## config.mk

```make
export PLATFORM = sky130hd
export DESIGN_NAME = gme_cell
export DESIGN_NICKNAME = d
export VERILOG_FILES = /design/src/gme_pkg.sv /design/src/gme_cell.sv
export SDC_FILE = /design/constraint.sdc
export NUM_CORES = 1
export LEC_CHECK = 0
export ABC_CLOCK_PERIOD_IN_PS = 4800
export BUFFER_PORTS_ARGS = -buffer_cell sky130_fd_sc_hd__buf_2
export CORE_UTILIZATION = 30
export CTS_CLUSTER_SIZE = 10
export DETAILED_ROUTE_END_ITERATION = 16
export PLACE_DENSITY = 0.67
export SETUP_SLACK_MARGIN = 0.4
export SLEW_MARGIN = 20
export SYNTH_ARGS = -nofsm -noshare
export SYNTH_HDL_FRONTEND = slang
export SYNTH_SLANG_ARGS = --single-unit
export TNS_END_PERCENT = 20
```

## constraint.sdc

```tcl
create_clock -name clk_i -period 4.8 [get_ports clk_i]
set_input_delay 0.24 -clock clk_i [delete_from_list [all_inputs] [get_ports clk_i]]
set_output_delay 0.24 -clock clk_i [all_outputs]
set_load 0.03 [all_outputs]
```

## src/gme_pkg.sv

```systemverilog
// Shared types, codes and constants for the gene mutation engine.
// No dependencies; imported by every module of the block.
`timescale 1ns / 1ps
`default_nettype none

package gme_pkg;

  localparam int DEF_MAX_LENGTH  = 256;
  localparam int DEF_SYMBOL_BITS = 8;
  localparam int TAP_GROUP       = 16;

  localparam int GENE_LEN_W = 9;
  localparam int THRESH_W   = 16;
  localparam int POS_W      = 8;
  localparam int SYM_IN_W   = 8;
  localparam int DRAW_W     = 16;
  localparam int CFG_IDX_W  = 1;
  localparam int CFG_DATA_W = 16;
  localparam int IN_DATA_W  = 40;
  localparam int OUT_DATA_W = 16;

  localparam logic [GENE_LEN_W-1:0] GENE_LEN_RESET = GENE_LEN_W'(100);
  localparam logic [THRESH_W-1:0]   THRESH_RESET   = '0;

  localparam logic [CFG_IDX_W-1:0] REG_GENE_LENGTH      = 1'b0;
  localparam logic [CFG_IDX_W-1:0] REG_MUTATE_THRESHOLD = 1'b1;

  typedef enum logic [1:0] {
    MODE_WRITE  = 2'd0,
    MODE_READ   = 2'd1,
    MODE_MUTATE = 2'd2,
    MODE_UNUSED = 2'd3
  } gme_mode_e;

  typedef enum logic [1:0] {
    METH_REPLACE = 2'd0,
    METH_INSERT  = 2'd1,
    METH_DELETE  = 2'd2,
    METH_ROTATE  = 2'd3
  } gme_method_e;

  typedef enum logic [2:0] {
    K_HOLD    = 3'd0,
    K_WRITE   = 3'd1,
    K_INS_FWD = 3'd2,
    K_INS_BWD = 3'd3,
    K_DEL_FWD = 3'd4,
    K_DEL_BWD = 3'd5,
    K_ROT_FWD = 3'd6,
    K_ROT_BWD = 3'd7
  } gme_kind_e;

  typedef enum logic [1:0] {
    ST_IDLE  = 2'd0,
    ST_APPLY = 2'd1,
    ST_OUT   = 2'd2
  } gme_state_e;

  typedef struct packed {
    logic      en;
    gme_kind_e kind;
  } gme_ctl_t;

  typedef struct packed {
    logic [2:0]          pad;
    logic                direction;
    logic [1:0]          method;
    logic [DRAW_W-1:0]   trigger_draw;
    logic [SYM_IN_W-1:0] symbol;
    logic [POS_W-1:0]    position;
    logic [1:0]          mode;
  } gme_in_beat_t;

  typedef struct packed {
    logic [5:0]          pad;
    logic                error;
    logic                applied;
    logic [SYM_IN_W-1:0] read_value;
  } gme_out_beat_t;

endpackage

`default_nettype wire

```

## src/gme_cell.sv

```systemverilog
// One cell of the symbol chain: holds one symbol and takes its next value
// from itself, a neighbor, the new symbol or the wrap tap. Uses gme_pkg.
`timescale 1ns / 1ps
`default_nettype none

module gme_cell #(
  parameter int IDX         = 0,
  parameter int CW          = 9,
  parameter int SYMBOL_BITS = gme_pkg::DEF_SYMBOL_BITS
) (
  input  wire logic                   clk_i,
  input  wire gme_pkg::gme_ctl_t      ctl_i,
  input  wire logic [CW-1:0]          pos_i,
  input  wire logic [CW-1:0]          last_i,
  input  wire logic [SYMBOL_BITS-1:0] sym_i,
  input  wire logic [SYMBOL_BITS-1:0] left_i,
  input  wire logic [SYMBOL_BITS-1:0] right_i,
  input  wire logic [SYMBOL_BITS-1:0] wrap_i,
  output logic      [SYMBOL_BITS-1:0] value_o
);
  import gme_pkg::*;

  localparam logic [CW-1:0] ME = CW'(IDX);

  logic [SYMBOL_BITS-1:0] value_q, value_d;

  always_comb begin
    value_d = value_q;
    if (ctl_i.en) begin
      unique case (ctl_i.kind)
        K_HOLD:    value_d = value_q;
        K_WRITE:   if (ME == pos_i) value_d = sym_i;
        K_INS_FWD: begin
          if (ME == pos_i) value_d = sym_i;
          else if (ME > pos_i && ME <= last_i) value_d = left_i;
        end
        K_INS_BWD: begin
          if (ME == pos_i) value_d = sym_i;
          else if (ME < pos_i) value_d = right_i;
        end
        K_DEL_FWD: begin
          if (ME == '0) value_d = sym_i;
          else if (ME <= pos_i) value_d = left_i;
        end
        K_DEL_BWD: begin
          if (ME == last_i) value_d = sym_i;
          else if (ME >= pos_i && ME < last_i) value_d = right_i;
        end
        K_ROT_FWD: begin
          if (ME == '0) value_d = wrap_i;
          else if (ME <= last_i) value_d = left_i;
        end
        K_ROT_BWD: begin
          if (ME == last_i) value_d = wrap_i;
          else if (ME < last_i) value_d = right_i;
        end
        default:   value_d = value_q;
      endcase
    end
  end

  always_ff @(posedge clk_i) begin
    value_q <= value_d;
  end

  assign value_o = value_q;

endmodule

`default_nettype wire

```

==> metrics.yaml, run 1 <==
cts_buffer_depth: 2
dpl.hpwl_mm: 1.74
netlist_area_um2: 744
grt_use_met3: 0.0234
num_rows: 17
fillers: 224
synth_nets: 140
n_antenna_cell: 0
synth_top_area_cell: "edfxtp_1"
slowest_stage: "and3_1"
port_buffers: 62
ys_top_cells_by_area: "edfxtp_1, mux2_2, o2111ai_1"
slew_violations: 0
relSlewSlack: 0.396
ant_nets: 0
cpPeakStageDelay_ps: 490
crit_fanout: 9
grt_pass1_vias: 853
gp_congestion: 0.761
ios: 63
drive_gt1_frac: 0.537
holdPathStages: 3
hold_slack_ps: 335
hold_path_class: "input pin to register"
routed_via_density: 5.25
fmax_mhz: 534
yosysSeqAreaShare: 0.323
grt_max_degree: 17
fin_nets: 204
min_period_ps: 1870
htreeDepth: 1
cts-hold-fix-buffers: 0
grt_use_met1: 0.193
crit_type: "input pin to register"
wl_per_cell_um: 12.2
ys_ff_latch: 8
ys_async_sr_fraction: 0
dr.pass1.iters: 4
worstMarginPinSlew_ps: 902
wirelength_mm: 2.13
cp-start-kind: "input pin"
core_area_um2: 2280
vdd_drop_max_mv: 0.101
synth_ff_type: "edfxtp_1"
drt_iter0_drc: 25
synth_top_area_share: 0.323
antenna_found_initial: 0
tns_ps: 0
p_leak_nw: 0.485
path_cells: "buf_2, nor4_1, and3_1, maj3_1, o211a_1"
grt_util_all_layers: 0.168
busiest_layer: "met2"
setup_viol: 0
fin_util: 0.483
synth_commonest_cells: "nand2_1, nand3_1"
run_status: "completed"
worstPathRequired_ps: 4720
crit_arrival_ps: 1790
synth_edf_count: 8
yosysWarnings: 0
rsz0062_at_grt: "false"
dieArea_um2: 2680
route.detailed.drc: 0
die_h_um: 51.8
grtUsageMet2: 0.299
grt_pass1_wl_mm: 3.33
drv_cap: 0
area_growth_pct: 47.7
die_w_um: 51.8
yosys.cell_types.count: 26
hold_viol_final: 0
largest_reg_flops: 8
numCtsBuffers: 3
yosysMostFrequentCell: "nand2_1"
critPathCaptureType: "register"
syn_inst: 85
cts.sinks: 8
initial_core_util: 0.327
grt_overflow: 0
cts_setup_buffers: 0
p_per_area_nw_per_um2: 189
path_clk_slew_ps: 50
post_cts_resized: 0
vias: 919
root_buffer: "clkbuf_4"
syn_area_per_cell_um2: 8.76
cts_tree: "built"
post-route-period-util: 0.390
## final timing paths
path	from	endpoint	slack, ps
hold / removal	wrap_i[7]	value_o[7]$_DFFE_PP_	340
setup / recovery	pos_i[4]	value_o[3]$_DFFE_PP_	2930
## area by class of cell
class | instances | area, µm² | area share
clock buffers | 3 | 22.5 | 0.0205
inverters | 8 | 30.0 | 0.0273
multi-input cells | 66 | 462 | 0.420
flip-flops and latches | 8 | 240 | 0.218
well taps | 28 | 35.0 | 0.0319
repair buffers | 62 | 310 | 0.282
## stage by stage
stage	cell area [µm²]	std cells	power (mW)	worst slack, ps
floorplan	744	85	0.128	2940
global placement	1080	172	0.161	2710
detailed placement	1080	172	0.162	2660
CTS	1100	175	0.210	2920
global route	1100	175	0.220	2670
finish	1100	175	0.208	2930
## critical path: cells and delay by family
kind,cells,cell delay (ps)
AOI/OAI and AO/OA,1,310
buffers and inverters,1,100
and+or+nand+nor,2,880
adders and majority gates,1,260
## power by group
group / internal, mW / switching, mW / total (mW) / leakage [nW]
Combinational: 0.0323 / 0.0411 / 0.0734 / 0.397
Sequential: 0.0863 / 0.00128 / 0.0876 / 0.0735
Clock: 0.0283 / 0.0188 / 0.0472 / 0.0138
## cell families (layout without fill, tap and decap cells)
family,after synthesis,count (layout),synth area share
and+or+nand+nor,36,36,0.247
buffers and inverters,11,73,0.0571
DFF,8,8,0.323
AOI/OAI and AO/OA,21,21,0.239
adders and majority gates,1,1,0.0134
muxes,8,8,0.121
## cells in the final DEF (no fill, tap or decap)
cell	synthesis	final
a31oi_1	1	1
and2_0	1	1
and3_1	1	1
buf_2	1	62
clkbuf_4	0	3
edfxtp_1	8	8
inv_1	8	8
maj3_1	1	1
mux2_2	8	8
nand2_1	16	16
nand3_1	9	9
nand3b_1	2	2
nor2_1	1	1
nor3_1	1	1
nor3b_2	1	1
nor4_1	1	1
o2111ai_1	8	8
o211a_1	1	1
o21ai_0	8	8
o22a_4	1	1
o311a_4	1	1
o31ai_2	1	1
or2_2	1	1
or3_1	1	1
or4_4	1	1
## metal layers
metal,up-vias,share of wire,wire length [µm]
met4,0,0.0099,21
met1,409,0.40,843
met3,4,0.087,186
li1,449,-,-
met2,57,0.51,1080
met5,-,0,0
Power figures use the tool's default switching activity.
==> run 2, diff against run 1 <==
--- a/config.mk
+++ b/config.mk
@@ -5,12 +5,13 @@
 export SDC_FILE = /design/constraint.sdc
 export NUM_CORES = 1
 export LEC_CHECK = 0
-export ABC_CLOCK_PERIOD_IN_PS = 4800
+export ABC_AREA = 1
+export ABC_CLOCK_PERIOD_IN_PS = 1600
 export BUFFER_PORTS_ARGS = -buffer_cell sky130_fd_sc_hd__buf_2
 export CORE_UTILIZATION = 30
 export CTS_CLUSTER_SIZE = 10
 export DETAILED_ROUTE_END_ITERATION = 16
-export PLACE_DENSITY = 0.67
+export PLACE_DENSITY = 0.66
 export SETUP_SLACK_MARGIN = 0.4
 export SLEW_MARGIN = 20
 export SYNTH_ARGS = -nofsm -noshare
==> constraint.sdc (replaced) <==
create_clock -name clk_i -period 1.6 [get_ports clk_i]
set_input_delay 0.08 -clock clk_i [delete_from_list [all_inputs] [get_ports clk_i]]
set_output_delay 0.08 -clock clk_i [all_outputs]
set_load 0.03 [all_outputs]
==> run 2 against run 1 <==
Compared with the run above: sequential cell count unchanged; synthesized area up 19%; wire length rose by 17%; first-iteration DRC count up 8.0%; final cell count increased by 42%; synthesized cell count is 78% higher; critical path type unchanged; design area rose by 17%.
==> metrics.yaml, run 2 <==
hold_path_class: "input pin to register"
worstMarginPinSlew_ps: 341
synth_ff_type: "edfxtp_1"
holdCritStartpoint: "sym_i[0]"
grt_pass1_wl_mm: 4.46
die_w_um: 56.4
cts_tree: "built"
slowest_stage: "nor2_4"
drt_iter0_drc: 27
port_buffers: 62
relSlewSlack: 0.771
rsz0062_at_grt: "false"
slew_violations: 0
muxShareOfSynthArea: 0
grt_max_degree: 10
ys_ff_latch: 8
ys_top_cells_by_area: "edfxtp_1, nand2_1, nand3_1"
cp_common_cell: "nor2_2"
gp_congestion: 0.821
hold_viol_final: 0
num_rows: 19
synth_top_area_cell: "edfxtp_1"
initial_core_util: 0.319
die_h_um: 56.4
synth_nets: 206
cts-hold-fix-buffers: 0
grt_util_all_layers: 0.179
wl_per_cell_um: 10.1
wirelength_mm: 2.50
synth_top_area_share: 0.271
ys_async_sr_fraction: 0
cpPeakStageDelay_ps: 210
numCtsBuffers: 3
syn_inst: 151
core_area_um2: 2780
setup_viol: 0
synthSimpleGateAreaFrac: 0.578
yosys.area_share.xor_xnor: 0
crit_fanout: 8
final_cell_mix: "buf_2, nand2_1, inv_1, nand3_1, nor2_1"
route.detailed.drc: 0
vias: 1109
final_common_cell: "buf_2"
worstPathRequired_ps: 1540
cts_setup_buffers: 0
p_leak_nw: 0.757
path_cells: "buf_2, nor2_2, nand2_1, nor2_2, nand2_2, a21oi_2, o21ai_2, nor2_4"
cts_buffer_depth: 2
synth_fa_ha_area_frac: 0
tns_ps: 0
cp-start-kind: "input pin"
yosysSeqAreaShare: 0.271
n_antenna_cell: 0
area_growth_pct: 44.7
crit_type: "input pin to register"
ios: 63
synth_compound_area_frac: 0.0240
critPathCaptureType: "register"
p_per_area_nw_per_um2: 523
yosysWarnings: 0
drive_gt1_frac: 0.401
grt_pass1_vias: 1089
dieArea_um2: 3180
ant_nets: 0
crit_family: "simple AND/OR/NAND/NOR gates"
wl_met3_um: 174
synth_edf_count: 8
grt_overflow: 0
root_buffer: "clkbuf_4"
syn_area_per_cell_um2: 5.87
netlist_area_um2: 887
antenna_found_initial: 0
startpoint: "pos_i[3]"
crit_arrival_ps: 1030
wl_met2_mm: 1.30
total_power_mw: 0.671
routed_via_density: 4.47
path_clk_slew_ps: 60
vdd_drop_max_mv: 0.483
synth_commonest_cells: "nand2_1, inv_1, nand3_1"
met1Wirelength_um: 996
highest_layer: "met4"
post_cts_resized: 0
drv_cap: 0
min_period_ps: 1080
synth_top_family_by_area: "simple AND/OR/NAND/NOR gates"
yosysMostFrequentCell: "nand2_1"
cts.sinks: 8
run_status: "completed"
yosys.cell_types.count: 17
dr.pass1.iters: 4
fmax_mhz: 922
fin_nets: 274
largest_reg_flops: 8
crit_buf_inv: 1
dpl.hpwl_mm: 2.11
post-route-period-util: 0.678
htreeDepth: 1
hold_slack_ps: 125
[run 2: worst paths after layout]
path | slack (ps) | cells past startpoint | endpoint
max | 520 | 8 | value_o[4]$_DFFE_PP_
min | 120 | 3 | value_o[0]$_DFFE_PP_
[run 2: power by group]
group | internal, mW | switching (mW) | total, mW
logic | 0.100 | 0.148 | 0.248
registers | 0.258 | 0.00497 | 0.263
clock network | 0.0862 | 0.0743 | 0.160
[run 2: cells by family (layout without fill, tap and decap cells)]
group,count (synthesis),after routing
buffers and inverters,29,95
AND/OR/NAND/NOR,111,111
flip-flops,8,8
AO/OA/AOI/OAI,3,3
[run 2: per-layer routing]
metal,GRT usage,up-vias
met5,0,-
li1,-,595
met2,0.306,40
met1,0.222,472
met3,0.0438,2
met4,0.0523,0
[run 2: stage by stage]
step	worst slack [ps]	std cells	utilization	area (µm²)
after CTS	500	248	0.462	1280
final	515	248	0.462	1280
after global placement	260	245	0.453	1260
after floorplan	406	151	-	905
after global routing	407	248	0.462	1280
after detailed placement	223	245	0.453	1260
[run 2: final cells by class]
type,count,area [µm²]
Fill cell,318,1500
Clock buffer,3,22.5
Tap cell,31,38.8
Multi-Input combinational cell,114,552
Sequential cell,8,240
Timing Repair Buffer,64,325
Inverter,28,105
==> run 3, diff against run 2 <==
--- a/config.mk
+++ b/config.mk
@@ -6,7 +6,7 @@
 export NUM_CORES = 1
 export LEC_CHECK = 0
 export ABC_AREA = 1
-export ABC_CLOCK_PERIOD_IN_PS = 1600
+export ABC_CLOCK_PERIOD_IN_PS = 950
 export BUFFER_PORTS_ARGS = -buffer_cell sky130_fd_sc_hd__buf_2
 export CORE_UTILIZATION = 30
 export CTS_CLUSTER_SIZE = 10
==> constraint.sdc (replaced) <==
create_clock -name clk_i -period 0.95 [get_ports clk_i]
set_input_delay 0.0475 -clock clk_i [delete_from_list [all_inputs] [get_ports clk_i]]
set_output_delay 0.0475 -clock clk_i [all_outputs]
set_load 0.03 [all_outputs]
==> run 3 against run 2 <==
Compared with the run above: the run now ends with setup timing left; wire length increased by 7.4%; sequential power rose by 72%; largest cell class unchanged; worst hold slack got worse by 40 ps; critical path type unchanged; core utilization up 7.6 points.
==> metrics.yaml, run 3 (same netlist as run 2, synthesis figures left out) <==
path_cells: "buf_2, or2_1, nor2_2, nand2_2, nand2_4, nor3_2, nor2_4"
grt_max_degree: 9
fin_ws_ps: -72.8
ios: 63
final_common_cell: "nand2_1"
dieArea_um2: 3180
area_growth_pct: 68.4
slew_violations: 0
core_area_um2: 2780
total_power_mw: 1.23
violations: "setup timing"
vias: 1175
min_period_ps: 1020
antenna_found_initial: 0
hold_viol_final: 0
post-route-period-util: 1.08
path_clk_slew_ps: 60
gp_congestion: 0.842
p_leak_nw: 0.836
htreeDepth: 1
fin_nets: 283
numCtsBuffers: 3
fin_util: 0.537
crit_fanout: 8
route.detailed.drc: 0
crit_type: "input pin to register"
drv_cap: 0
fmax_mhz: 978
critPathCaptureType: "register"
n_antenna_cell: 0
relSlewSlack: 0.801
run_status: "complete, but fails checks"
root_buffer: "clkbuf_4"
grt_overflow: 0
worstMarginPinSlew_ps: 298
grt_pass1_vias: 1009
wl_per_cell_um: 10.4
place_ws_ps: -342
cts.sinks: 8
cts_buffer_depth: 2
grt_util_all_layers: 0.164
ant_nets: 0
die_h_um: 56.4
largest_reg_flops: 8
worstPathRequired_ps: 890
wirelength_mm: 2.68
setup_viol: 16
slowest_stage: "nor2_4"
cp-start-kind: "input pin"
final_cell_mix: "nand2_1, buf_2, inv_1, nand3_1, buf_6"
crit_buf_inv: 1
p_per_area_nw_per_um2: 824
dpl.hpwl_mm: 2.08
cpPeakStageDelay_ps: 240
crit_family: "simple AND/OR/NAND/NOR gates"
initial_core_util: 0.319
fillers: 281
grt_pass1_wl_mm: 4.21
drive_gt1_frac: 0.469
routed_via_density: 4.57
rsz0062_at_grt: "true"
cts_tree: "built"
hold_path_class: "input pin to register"
die_w_um: 56.4
port_buffers: 62
cts-hold-fix-buffers: 0
vdd_drop_max_mv: 0.715
dr.pass1.iters: 4
crit_arrival_ps: 960
drt_iter0_drc: 14
cts_setup_buffers: 0
num_rows: 19
[run 3: changes by cell type in the layout (fill, tap and decap cells not counted), sizes merged]
cell  change
buf       +9
[run 3: repair_timing]
| action | CTS | global route |
|---|---|---|
| resized for setup | 21 | 11 |
| endpoints found under the hold margin | 0 | 0 |
| pin swaps | 0 | 8 |
| endpoints found under the setup margin | 24 | 24 |
[run 3: cell type report]
| class | instances | area [µm²] | area share |
|---|---|---|---|
| inverter | 28 | 105 | 0.0704 |
| clock buffer | 3 | 22.5 | 0.0151 |
| sequential | 8 | 240 | 0.161 |
| multi-input combinational | 114 | 616 | 0.412 |
| tap | 31 | 38.8 | 0.0260 |
| timing repair buffer | 73 | 472 | 0.316 |
[run 3: final timing paths]
path	endpoint	depth (start not counted)	slack, ps	from
worst min-delay path	value_o[7]$_DFFE_PP_	3	80	right_i[7]
worst max-delay path	value_o[2]$_DFFE_PP_	7	-70	last_i[0]
[run 3: stage by stage]
step / hold slack (ps) / setup TNS [ps] / instance area [µm²] / cells
after CTS: 81.6 / -628 / 1450 / 257
final: 84.5 / -886 / 1490 / 257
after detailed placement: 344 / -5120 / 1350 / 254
after floorplan: 233 / -1990 / 922 / 151
after global routing: 92.8 / -2170 / 1490 / 257
after global placement: 350 / -4940 / 1350 / 254
[run 3: power by group]
group	internal [mW]	total [mW]	leakage (nW)	switching, mW
Combinational	0.241	0.516	0.749	0.275
Clock	0.145	0.264	0.0138	0.119
Sequential	0.436	0.452	0.0732	0.0160
[run 3: routing by layer]
metal / wire length, µm / up-vias / global-route usage
li1: - / 614 / -
met1: 1150 / 519 / 0.206
met2: 1410 / 40 / 0.294
met3: 106 / 2 / 0.0276
met4: 10 / 0 / 0.0314
met5: 0 / - / 0
